==> config.mk <==
export PLATFORM = sky130hd
export DESIGN_NAME = dram_open_row_latency_model_core
export DESIGN_NICKNAME = d
export VERILOG_FILES = /design/src/rtl/drolm_pkg.sv /design/src/rtl/drolm_addr_map.sv /design/src/rtl/drolm_bank_state.sv /design/src/rtl/dram_open_row_latency_model_core.sv
export SDC_FILE = /design/constraint.sdc
export NUM_CORES = 1
export LEC_CHECK = 0
export ABC_AREA = 1
export ABC_CLOCK_PERIOD_IN_PS = 5450
export BUFFER_PORTS_ARGS = -buffer_cell sky130_fd_sc_hd__buf_2
export CAP_MARGIN = 5
export CORE_MARGIN = 4
export CORE_UTILIZATION = 55
export DETAILED_ROUTE_END_ITERATION = 6
export GPL_TIMING_DRIVEN = 0
export MAX_ROUTING_LAYER = met4
export PLACE_DENSITY = 0.79
export SETUP_SLACK_MARGIN = 0.2
export SYNTH_ARGS = -nofsm -noshare
export SYNTH_HDL_FRONTEND = slang
export SYNTH_SLANG_ARGS = --single-unit
==> constraint.sdc <==
create_clock -name aclk -period 5.45 [get_ports aclk]
set_input_delay 0 -clock aclk [delete_from_list [all_inputs] [get_ports aclk]]
set_output_delay 0 -clock aclk [all_outputs]
set_load 0.02 [all_outputs]
==> src/rtl/drolm_pkg.sv <==
package drolm_pkg;

    localparam int ADDR_W      = 32;
    localparam int LATENCY_W   = 12;
    localparam int BANK_OUT_W  = 2;
    localparam int ROW_W       = 24;
    localparam int COL_W       = 16;
    localparam int TIME_W      = 32;
    localparam int TIMING_W    = 10;
    localparam int CFG_INDEX_W = 4;

    localparam logic                MAPPING_MODE_RESET     = 1'b1;
    localparam logic [TIMING_W-1:0] ACTIVATE_TIME_RESET    = 10'd100;
    localparam logic [TIMING_W-1:0] COLUMN_TIME_RESET      = 10'd50;
    localparam logic [TIMING_W-1:0] PRECHARGE_CYCLES_RESET = 10'd50;

    typedef enum logic [CFG_INDEX_W-1:0] {
        REG_MAPPING_MODE     = 4'd0,
        REG_ACTIVATE_TIME    = 4'd1,
        REG_COLUMN_TIME      = 4'd2,
        REG_PRECHARGE_CYCLES = 4'd3
    } reg_index_t;

    typedef enum logic {
        MAP_ROW_INTERLEAVE   = 1'b0,
        MAP_BLOCK_INTERLEAVE = 1'b1
    } map_mode_t;

    typedef struct packed {
        map_mode_t           mapping_mode;
        logic [TIMING_W-1:0] activate_time;
        logic [TIMING_W-1:0] column_time;
        logic [TIMING_W-1:0] precharge_cycles;
    } cfg_t;

    typedef struct packed {
        logic was_open;
        logic hit;
    } lookup_t;

endpackage

==> src/rtl/drolm_addr_map.sv <==
module drolm_addr_map
    import drolm_pkg::*;
#(
    parameter int BANK_COUNT   = 4,
    parameter int COLUMN_COUNT = 1024,
    parameter int BLOCK_BYTES  = 64,
    localparam int BW = $clog2(BANK_COUNT)
) (
    input  logic [ADDR_W-1:0] address,
    input  map_mode_t         mapping_mode,
    output logic [BW-1:0]     bank,
    output logic [ROW_W-1:0]  row,
    output logic [COL_W-1:0]  column
);

    localparam int CW = $clog2(COLUMN_COUNT);
    localparam int OW = $clog2(BLOCK_BYTES);
    localparam logic [ADDR_W-1:0] OFFSET_MASK = (ADDR_W'(1) << OW) - ADDR_W'(1);
    localparam logic [ADDR_W-1:0] UPPER_MASK  = ((ADDR_W'(1) << CW) - ADDR_W'(1)) << OW;
    localparam logic [BW:0]       BANK_LIMIT  = (BW + 1)'(BANK_COUNT);

    logic [ADDR_W-1:0] upper;
    logic [ADDR_W-1:0] row_full;
    logic [ADDR_W-1:0] col_full;
    logic [BW-1:0]     bank_raw;
    logic [BW:0]       bank_wrap;

    always_comb begin
        upper = address >> (OW + BW);
        if (mapping_mode == MAP_ROW_INTERLEAVE) begin
            col_full = (address >> 2) & ((ADDR_W'(1) << CW) - ADDR_W'(1));
            bank_raw = address[2 + CW +: BW];
            row_full = address >> (2 + CW + BW);
        end else begin
            col_full = (address & OFFSET_MASK) | (upper & UPPER_MASK);
            bank_raw = address[OW +: BW];
            row_full = upper;
        end
        bank_wrap = {1'b0, bank_raw} - BANK_LIMIT;
        bank      = ({1'b0, bank_raw} >= BANK_LIMIT) ? bank_wrap[BW-1:0] : bank_raw;
        row       = row_full[ROW_W-1:0];
        column    = col_full[COL_W-1:0];
    end

endmodule

==> src/rtl/drolm_bank_state.sv <==
module drolm_bank_state
    import drolm_pkg::*;
#(
    parameter int BANK_COUNT = 4,
    localparam int BW = $clog2(BANK_COUNT)
) (
    input  logic             aclk,
    input  logic             aresetn,
    input  logic [BW-1:0]    lookup_bank,
    input  logic [ROW_W-1:0] lookup_row,
    input  logic             update,
    output lookup_t          lookup
);

    logic [BANK_COUNT-1:0] open_valid_reg;
    logic [ROW_W-1:0]      open_row_reg [BANK_COUNT];

    always_comb begin
        lookup.was_open = open_valid_reg[lookup_bank];
        lookup.hit      = open_valid_reg[lookup_bank]
                          && (open_row_reg[lookup_bank] == lookup_row);
    end

    always_ff @(posedge aclk) begin
        if (!aresetn) begin
            open_valid_reg <= '0;
        end else if (update) begin
            open_valid_reg[lookup_bank] <= 1'b1;
        end
    end

    always_ff @(posedge aclk) begin
        if (update && !lookup.hit) begin
            open_row_reg[lookup_bank] <= lookup_row;
        end
    end

endmodule

==> src/rtl/dram_open_row_latency_model_core.sv <==
// Each accepted address beat is held in the stage register and moves into the result
// register when that register is empty or its beat is taken (m_ready).
// Throughput: one address per cycle while the result is not stalled; the bank
// table and the running time are updated as each beat moves into the result
// register, so accesses to the same bank may follow each other in consecutive cycles.
// Reset (aresetn low at a clock edge) closes every row, clears the running
// time, restores the default timing registers and empties both stages.
module dram_open_row_latency_model_core
    import drolm_pkg::*;
#(
    parameter int BANK_COUNT   = 4,
    parameter int COLUMN_COUNT = 1024,
    parameter int BLOCK_BYTES  = 64
) (
    input  logic                   aclk,
    input  logic                   aresetn,
    input  logic                   s_valid,
    output logic                   s_ready,
    input  logic [ADDR_W-1:0]      s_address,
    output logic                   m_valid,
    input  logic                   m_ready,
    output logic [LATENCY_W-1:0]   m_latency,
    output logic [BANK_OUT_W-1:0]  m_bank,
    output logic [ROW_W-1:0]       m_row,
    output logic [COL_W-1:0]       m_column,
    output logic                   m_row_hit,
    output logic [TIME_W-1:0]      m_elapsed_time,
    input  logic                   cfg_valid,
    output logic                   cfg_ready,
    input  logic [CFG_INDEX_W-1:0] cfg_index,
    input  logic [TIMING_W-1:0]    cfg_data
);

    localparam int BW = $clog2(BANK_COUNT);

    cfg_t                  cfg_reg;
    logic                  stage_valid_reg;
    logic [ADDR_W-1:0]     stage_addr_reg;
    logic                  out_valid_reg;
    logic [LATENCY_W-1:0]  out_latency_reg;
    logic [BANK_OUT_W-1:0] out_bank_reg;
    logic [ROW_W-1:0]      out_row_reg;
    logic [COL_W-1:0]      out_column_reg;
    logic                  out_hit_reg;
    logic [TIME_W-1:0]     running_time_reg;
    logic [TIME_W-1:0]     running_time_next;

    logic                  out_load;
    logic                  advance;
    logic [BW-1:0]         dec_bank;
    logic [ROW_W-1:0]      dec_row;
    logic [COL_W-1:0]      dec_column;
    logic [BW+1:0]         dec_bank_ext;
    lookup_t               lookup;
    logic [LATENCY_W-1:0]  latency;
    logic [TIME_W:0]       time_sum;

    assign out_load  = !out_valid_reg || m_ready;
    assign advance   = stage_valid_reg && out_load;
    assign s_ready   = !stage_valid_reg || out_load;
    assign cfg_ready = 1'b1;

    drolm_addr_map #(
        .BANK_COUNT   (BANK_COUNT),
        .COLUMN_COUNT (COLUMN_COUNT),
        .BLOCK_BYTES  (BLOCK_BYTES)
    ) u_addr_map (
        .address      (stage_addr_reg),
        .mapping_mode (cfg_reg.mapping_mode),
        .bank         (dec_bank),
        .row          (dec_row),
        .column       (dec_column)
    );

    drolm_bank_state #(
        .BANK_COUNT (BANK_COUNT)
    ) u_bank_state (
        .aclk        (aclk),
        .aresetn     (aresetn),
        .lookup_bank (dec_bank),
        .lookup_row  (dec_row),
        .update      (advance),
        .lookup      (lookup)
    );

    always_comb begin
        latency = LATENCY_W'(cfg_reg.column_time);
        if (!lookup.hit) begin
            latency = latency + LATENCY_W'(cfg_reg.activate_time);
            if (lookup.was_open) begin
                latency = latency + LATENCY_W'(cfg_reg.precharge_cycles);
            end
        end
        time_sum          = {1'b0, running_time_reg} + (TIME_W + 1)'(latency);
        running_time_next = time_sum[TIME_W] ? '1 : time_sum[TIME_W-1:0];
        dec_bank_ext      = (BW + 2)'(dec_bank);
    end

    always_ff @(posedge aclk) begin
        if (!aresetn) begin
            cfg_reg.mapping_mode     <= map_mode_t'(MAPPING_MODE_RESET);
            cfg_reg.activate_time    <= ACTIVATE_TIME_RESET;
            cfg_reg.column_time      <= COLUMN_TIME_RESET;
            cfg_reg.precharge_cycles <= PRECHARGE_CYCLES_RESET;
        end else if (cfg_valid) begin
            case (cfg_index)
                REG_MAPPING_MODE:     cfg_reg.mapping_mode     <= map_mode_t'(cfg_data[0]);
                REG_ACTIVATE_TIME:    cfg_reg.activate_time    <= cfg_data;
                REG_COLUMN_TIME:      cfg_reg.column_time      <= cfg_data;
                REG_PRECHARGE_CYCLES: cfg_reg.precharge_cycles <= cfg_data;
                default: begin
                end
            endcase
        end
    end

    always_ff @(posedge aclk) begin
        if (!aresetn) begin
            stage_valid_reg  <= 1'b0;
            out_valid_reg    <= 1'b0;
            running_time_reg <= '0;
        end else begin
            if (s_ready) begin
                stage_valid_reg <= s_valid;
            end
            if (out_load) begin
                out_valid_reg <= stage_valid_reg;
            end
            if (advance) begin
                running_time_reg <= running_time_next;
            end
        end
    end

    always_ff @(posedge aclk) begin
        if (s_valid && s_ready) begin
            stage_addr_reg <= s_address;
        end
        if (advance) begin
            out_latency_reg <= latency;
            out_bank_reg    <= dec_bank_ext[BANK_OUT_W-1:0];
            out_row_reg     <= dec_row;
            out_column_reg  <= dec_column;
            out_hit_reg     <= lookup.hit;
        end
    end

    assign m_valid        = out_valid_reg;
    assign m_latency      = out_latency_reg;
    assign m_bank         = out_bank_reg;
    assign m_row          = out_row_reg;
    assign m_column       = out_column_reg;
    assign m_row_hit      = out_hit_reg;
    assign m_elapsed_time = running_time_reg;

`ifndef ASSERT_OFF
    a_time_monotonic : assert property (@(posedge aclk) disable iff (!aresetn)
        $past(aresetn) |-> running_time_reg >= $past(running_time_reg))
        else $error("Running time decreased.");

    a_hit_latency : assert property (@(posedge aclk) disable iff (!aresetn)
        m_valid && m_row_hit |-> m_latency == LATENCY_W'(cfg_reg.column_time))
        else $error("Row hit carries more than the column time.");

    a_miss_latency : assert property (@(posedge aclk) disable iff (!aresetn)
        m_valid && !m_row_hit |->
            m_latency >= LATENCY_W'(cfg_reg.column_time) + LATENCY_W'(cfg_reg.activate_time))
        else $error("Row miss latency is below activate plus column time.");

    a_stall_cause : assert property (@(posedge aclk) disable iff (!aresetn)
        !s_ready |-> m_valid && !m_ready)
        else $error("Input beat refused while the result side is free.");
`endif

endmodule
# Yosys cells after proc, flatten, opt, wreduce, memory -nomap -nowiden
# Memory sizes are Yosys's and may differ from the RTL's.
# Cells that the tools add are included.
[word_totals] out_inout_bits=90 n_memories=1 mem_bits_rw=96 regBits=156 input_bits=51 wordCells=54
[memory_table] memory="u_bank_state.open_row_reg" words=4 word_bits=24 rd=1 rd_clocked_by_memory_dff=0 write_ports=1 line_no="drolm_bank_state.sv:16" rtl="logic [ROW_W-1:0] open_row_reg [BANK_COUNT];"
[op_classes] bitwise=2 eq_ne=4 addsub=3 reduce_logical=15 n_mux=12 order_cmp=2
[ops] op="32-bit by 12-bit adder with 33-bit output" count=1
[ops] op="32-bit two-way mux" count=1
[ops] op="24-bit == test" count=1
[ops] op="12-bit two-way mux" count=2
[ops] op="24-bit two-way mux" count=1
[ops] op="6-bit by 16-bit OR with 16-bit output" count=1
[ops] op="11-bit by 10-bit adder with 12-bit output" count=1
[ops] op="10-bit by 10-bit adder with 11-bit output" count=1
[ops] op="10-bit two-way mux" count=1
[ops] op="4-bit by 2-bit == test with 1-bit output (second input constant)" count=2
[ops] op="2-bit AND reduction" count=4
[ops] op="1-bit logical AND" count=5
[ops] op="4-bit by 1-bit == test with 1-bit output (second input constant)" count=1
[ops] op="4-bit logical NOT" count=1
[ops] op="1-bit two-way mux" count=4
[ops] op="4-bit OR" count=1
[ops] op="1-bit logical NOT" count=3
[ops] op="2-bit by 3-bit < comparator with 1-bit output (second input constant)" count=1
[ops] op="1-bit binary-select mux with 2-bit select" count=1
[ops] op="1-bit demux with 2-bit select" count=1
[ops] op="2-bit by 1-bit greater-or-equal comparator with 1-bit output (second input constant)" count=1
[ops] op="1-bit logical OR" count=2
[ops] op="2-bit two-way mux" count=1

# Logic depth before layout (Yosys ltp)
[logic_depth] depth_word=8 mapped_depth=34 ltp_nobuf=33

# By module
# From an unflattened synthesis, not the netlist that was laid out.
[hier_totals] cells_unflattened=1410 area_unflattened_um2=12291.8
[by_module_without_submodules] module="dram_open_row_latency_model_core" cells_each=836 instances=1 area_per_inst_um2=7338.3 seq_area_each_um2=3913.8
[by_module_without_submodules] module="drolm_bank_state" cells_each=462 instances=1 area_per_inst_um2=4460.5 seq_area_each_um2=2962.8
[by_module_without_submodules] module="drolm_addr_map" cells_each=112 instances=1 area_per_inst_um2=493.0 seq_area_each_um2=0.0

# Worst setup path after synthesis
# OpenSTA, ideal clock, no wires.
[synth_timing] path_kind="reg2reg" startpoint="register cfg_reg[10] (netlist name)" endpoint="register running_time_reg[20], in the netlist m_elapsed_time[20]" path_stages_with_launch=33 t_required_ps=5322 setup_time_ps=128 synth_period_minus_slack_ps=4242 t_arrival_ps=4114 path_buffers=1 path_slack_ps=1208 cell_sequence="dfxtp_1 -> ha_1 -> inv_1 -> fa_1 -> inv_1 -> a31oi_1 -> xor2_1 -> inv_1 -> ha_1 -> nand2_1 -> inv_1 -> a21oi_1 -> o21ai_0 -> nand3_1 -> nand2_1 -> nand2_1 -> nand3_1 -> nand2_1 -> nand2_1 -> nand2_1 -> ha_1 -> nand2_1 -> nor2_1 -> nand4_1 -> o21ai_0 -> clkbuf_1 -> nand2_1 -> nor2_1 -> nand2_1 -> nand2_1 -> nand2_1 -> nor2_1 -> nor2_1"
[synth_between] elab_chain_len=6
[synth_lines] item="start, declared" line_no="dram_open_row_latency_model_core.sv:36" rtl="cfg_t cfg_reg;"
[synth_lines] item="10-bit by 10-bit adder with 11-bit output *" line_no="dram_open_row_latency_model_core.sv:89" rtl="latency = latency + LATENCY_W'(cfg_reg.activate_time);"
[synth_lines] item="11-bit by 10-bit adder with 12-bit output" line_no="dram_open_row_latency_model_core.sv:91" rtl="latency = latency + LATENCY_W'(cfg_reg.precharge_cycles);"
[synth_lines] item="12-bit two-way mux *" line_no="dram_open_row_latency_model_core.sv:90" rtl="if (lookup.was_open) begin"
[synth_lines] item="12-bit two-way mux *" line_no="dram_open_row_latency_model_core.sv:88" rtl="if (!lookup.hit) begin"
[synth_lines] item="net latency[9]" line_no="dram_open_row_latency_model_core.sv:55" rtl="logic [LATENCY_W-1:0] latency;"
[synth_lines] item="32-bit by 12-bit adder with 33-bit output *" line_no="dram_open_row_latency_model_core.sv:94" rtl="time_sum = {1'b0, running_time_reg} + (TIME_W + 1)'(latency);"
[synth_lines] item="32-bit two-way mux *" line_no="dram_open_row_latency_model_core.sv:95" rtl="running_time_next = time_sum[TIME_W] ? '1 : time_sum[TIME_W-1:0];"
[synth_lines] item="end signal, assigned" line_no="dram_open_row_latency_model_core.sv:130" rtl="running_time_reg <= running_time_next;"
[synth_lines] item="end, declared" line_no="dram_open_row_latency_model_core.sv:45" rtl="logic [TIME_W-1:0] running_time_reg;"
# The timed path passes the listed nets; every way through them passes the cells marked *.
# A chain may end at the register's enable or synchronous reset.

# Final worst setup path
[layout_timing] startpoint="register, netlist name cfg_reg[30]" endpoint="register running_time_reg[2], in the netlist m_elapsed_time[2]"
[layout_between] word_cells_on_any_way=11
[layout_lines] item="24-bit two-way mux" line_no="drolm_addr_map.sv:30" rtl="if (mapping_mode == MAP_ROW_INTERLEAVE) begin"
[layout_lines] item="net dec_row[6]" line_no="dram_open_row_latency_model_core.sv:51" rtl="logic [ROW_W-1:0] dec_row;"
[layout_lines] item="24-bit == test" line_no="drolm_bank_state.sv:21" rtl="&& (open_row_reg[lookup_bank] == lookup_row);"
[layout_lines] item="1-bit logical AND" line_no="drolm_bank_state.sv:21"
[layout_lines] item="12-bit two-way mux" line_no="dram_open_row_latency_model_core.sv:88"
[layout_lines] item="net latency[0]" line_no="dram_open_row_latency_model_core.sv:55"
[layout_lines] item="32-bit by 12-bit adder with 33-bit output" line_no="dram_open_row_latency_model_core.sv:94"
[layout_lines] item="32-bit two-way mux" line_no="dram_open_row_latency_model_core.sv:95"
# The timed path passes the listed nets, and every way through them passes these cells. The select of a mux whose other input is x is not followed.

==> summary.txt <==
Route
  • Total vias in the final route: about 11000
  • Wirelength per Cell: between 15 and 20 um
  • WL final: around 34000 um
  • Remaining antenna violation count after routing: 0
  • Post-detailed-route via-to-cell ratio: approximately 5.5
  • Residual DRC: 0
  • Drt initial violations: 849
  • Pre-antenna DRT Iters: 6

Critical path
  • Crit path depth: 29
  • CP startpoint kind: flip-flop
  • Worst Reg-to-Reg Cells: 29
  • Worst Setup End Kind: flip-flop
  • Worst Path Required: between 5 and 6 ns
  • Max stage delay on crit path: 0.46 ns
  • Critical Path Most Common Cell: nand2_1
  • CP max FO: 10
  • WP data arrival: between 5 and 6 ns
  • CP max stage cell: clkbuf_1
  • Crit Path Class: reg -> reg
  • R2r setup slk: 0.58 ns
  • CP bufs+invs: 9
  • Cell family with most CP delay: simple AND/OR/NAND/NOR gates

GRT
  • Vias in the first global route: just over 10000
  • Initial antenna violation count: 0
  • Largest net degree at the start of global routing: between 60 and 70
  • Global-route wire length before repair: 53800 um
  • Total GRT Usage: roughly 29%
  • GRT Residual Overflow: 0

Placed design
  • DPL Wire Length: 24100 um
  • Port Buf Inserts: 139
  • Placed insts: ~1800
  • Placer Congestion: roughly 1
  • Cell Area, Placed: between 10000 and 15000 sq um

CTS
  • CTS tree: yes
  • Clk slew on worst S/H paths: around 0.06 ns
  • CTS Sinks: approximately 250
  • Num CTS Buffers: 27
  • Bufs on Longest Clock Path: 3
  • Htree depth: 1
  • Root buf cell: clkbuf_16
  • Clk Latency, worst-skew pair: around 0.55 ns

Die
  • Die height: roughly 160 um
  • Ports: approximately 140
  • Die Width: 157 um
  • Initial Utilization: between 50 and 60%
  • Die ar.: roughly 25000 sq um
  • Core area: between 20000 and 25000 sq um
  • # rows: 54

Min path
  • WHS Path Cells: 6
  • Hold Crit Class: in -> reg

Synthesis
  • Post-synthesis cell type count: 38
  • #FFs+latches synth: between 200 and 300
  • Most common cell in the netlist: nand2_1
  • Commonest cells in the netlist: 507 x nand2_1, 183 x edfxtp_1, 128 x inv_1
  • Post-synthesis cell area: 12200 sq um
  • Synth Instances: around 1400
  • Async SR Flop Fraction: 0%
  • Synth area leaders: edfxtp_1 45%, nand2_1 16%, dfxtp_1 11%
  • Syn_area_per_cell: between 8 and 9 sq um
  • Yosys warns: 0
  • Share of the synthesized area in the top cell type: a little under half
  • Post-synth top flop: edfxtp_1
  • Post-synthesis net count: 1499
  • Sequential-to-total area share from yosys stat: between 50% and 60%
  • Synth area leader: edfxtp_1
  • EDFF count, synth: approximately 180

Pwr
  • Leakage: slightly below 0.007 uW
  • Net load switching power: between 1000 and 1500 uW
  • Switching Share: between 20% and 30%
  • P_int: ~3500 uW
  • P per Cell Area: ~310 nW/um^2
  • Max VDD drop: between 0.2 and 0.25 mV
  • Pwr Total: about 4700 uW
  • Seq pwr share: 46.7%
  • Clock share of power: approximately 40%
  • Combinational share of power: roughly an eighth

Timing
  • Final setup violation count: 0
  • Slew @ Worst Pin: between 0.9 and 1 ns
  • Worst Skew: about 0.018 ns
  • Final hold vios: 0
  • Fmax: 205 MHz
  • Slew Limit Fails: 0
  • Hold WS: about 0.022 ns
  • Final min period: 4.87 ns
  • RSZ-0062 raised after global routing: false
  • Slew HR: approximately 37%
  • Fin crit share: around 90%

Layout
  • Final std cells w/o fill: 1936
  • Final #Nets: approximately 1700
  • Fin area: 14800 sq um
  • Layout cells sized above 1: ~14%
  • Largest register FFs: 96
  • Inserted Diodes: 0
  • Area Growth Syn to Fin: 21.3%

Job
  • Max Cap Viol: 0

Status
  • Outcome: finished clean
-- power by group through the flow --
stage / combinational [uW] / sequential (uW) / clock, uW
6_report: 619 / 2170 / 1860
5_1_grt: 685 / 2180 / 1960
4_1_cts: 610 / 2170 / 1860
3_5_place_dp: 576 / 2210 / 0
3_3_place_gp: 557 / 2210 / 0
2_1_floorplan: 349 / 2240 / 0
-- through the flow --
| step | setup TNS [ns] | util (%) | setup slack, ns |
|---|---|---|---|
| finish | 0 | 67.8 | 0.583 |
| global route | 0 | 67.8 | 0.212 |
| CTS | 0 | 67.6 | 0.205 |
| detailed placement | 0 | 61.1 | 0.236 |
| global placement | -59.34 | 60.7 | -0.687 |
| floorplan | 0 | - | 1.21 |
-- final timing paths --
check,from,endpoint
setup / recovery,cfg_reg[30],m_elapsed_time[2]
hold / removal,cfg_index[3],cfg_reg[0]
setup reg to reg,cfg_reg[30],m_elapsed_time[2]
hold reg to reg,u_bank_state.open_valid_reg[0],u_bank_state.open_valid_reg[0]
-- worst reg2reg max path: cells and delay by family (launching register included) --
kind                       cells  cell delay (ns)
buffers and inverters          9             1.46
adders and majority gates      2             0.67
and+or+nand+nor               15             1.99
AOI/OAI and AO/OA              3             0.28
DFF                            1             0.38
-- per-layer routing --
metal	global-route usage (%)	up-vias	wire length, um
met5	-	-	0
met3	3.57	89	2420
met2	48.9	392	17100
met1	35.4	5002	13400
li1	-	5099	-
met4	9.92	0	1240
-- final cells by class --
cell class                 instances  area [sq um]
buffer                            37           193
clock buffer                      38           758
clock inverter                    11           133
fill                            1705          7020
inverter                         134           503
multi-input combinational        990          4710
sequential                       252          6880
tap                              280           350
timing repair buffer             194          1280
-- cell usage in the layout (no fill, tap or decap), types with 4 or more instances in the layout --
cell / synthesis / final
o21ai_1: 2 / 4
nand4_1: 17 / 17
nor2_4: 3 / 7
nand3_1: 79 / 79
nand3b_1: 4 / 4
nor3_1: 17 / 17
a21oi_1: 58 / 58
xor2_1: 19 / 19
buf_4: 7 / 7
inv_2: 4 / 4
clkinv_1: 2 / 4
o21ai_0: 89 / 83
clkbuf_4: 0 / 4
inv_1: 128 / 128
dlygate4sd3_1: 0 / 53
ha_1: 32 / 32
o21ai_2: 0 / 4
buf_2: 11 / 149
clkbuf_8: 0 / 4
nand2_2: 4 / 4
nor2_1: 126 / 120
nand2_1: 507 / 506
edfxtp_1: 183 / 183
xnor2_1: 7 / 7
dfxtp_1: 69 / 69
clkinv_2: 0 / 4
clkbuf_1: 16 / 19
clkbuf_16: 0 / 27
-- kinds of logic (layout without fill, tap and decap cells) --
logic type | Yosys count | in the layout | share of synthesized area [%]
buffers and inverters | 171 | 414 | 5.59
flip-flops | 252 | 252 | 56.3
AND/OR/NAND/NOR | 765 | 765 | 25.5
adder cells (fa/ha/maj) | 35 | 35 | 3.77
other | 1 | 1 | 0.0307
AO/OA/AOI/OAI | 163 | 163 | 6.92
XOR/XNOR | 26 | 26 | 1.87
-- what timing repair did --
item	4_1_cts	5_1_grt
hold buffers	53	0
hold endpoints to repair	72	0
setup buffers	0	0
setup endpoints to repair	0	32
resized for setup	0	25
(Power assumes the default switching activity.)
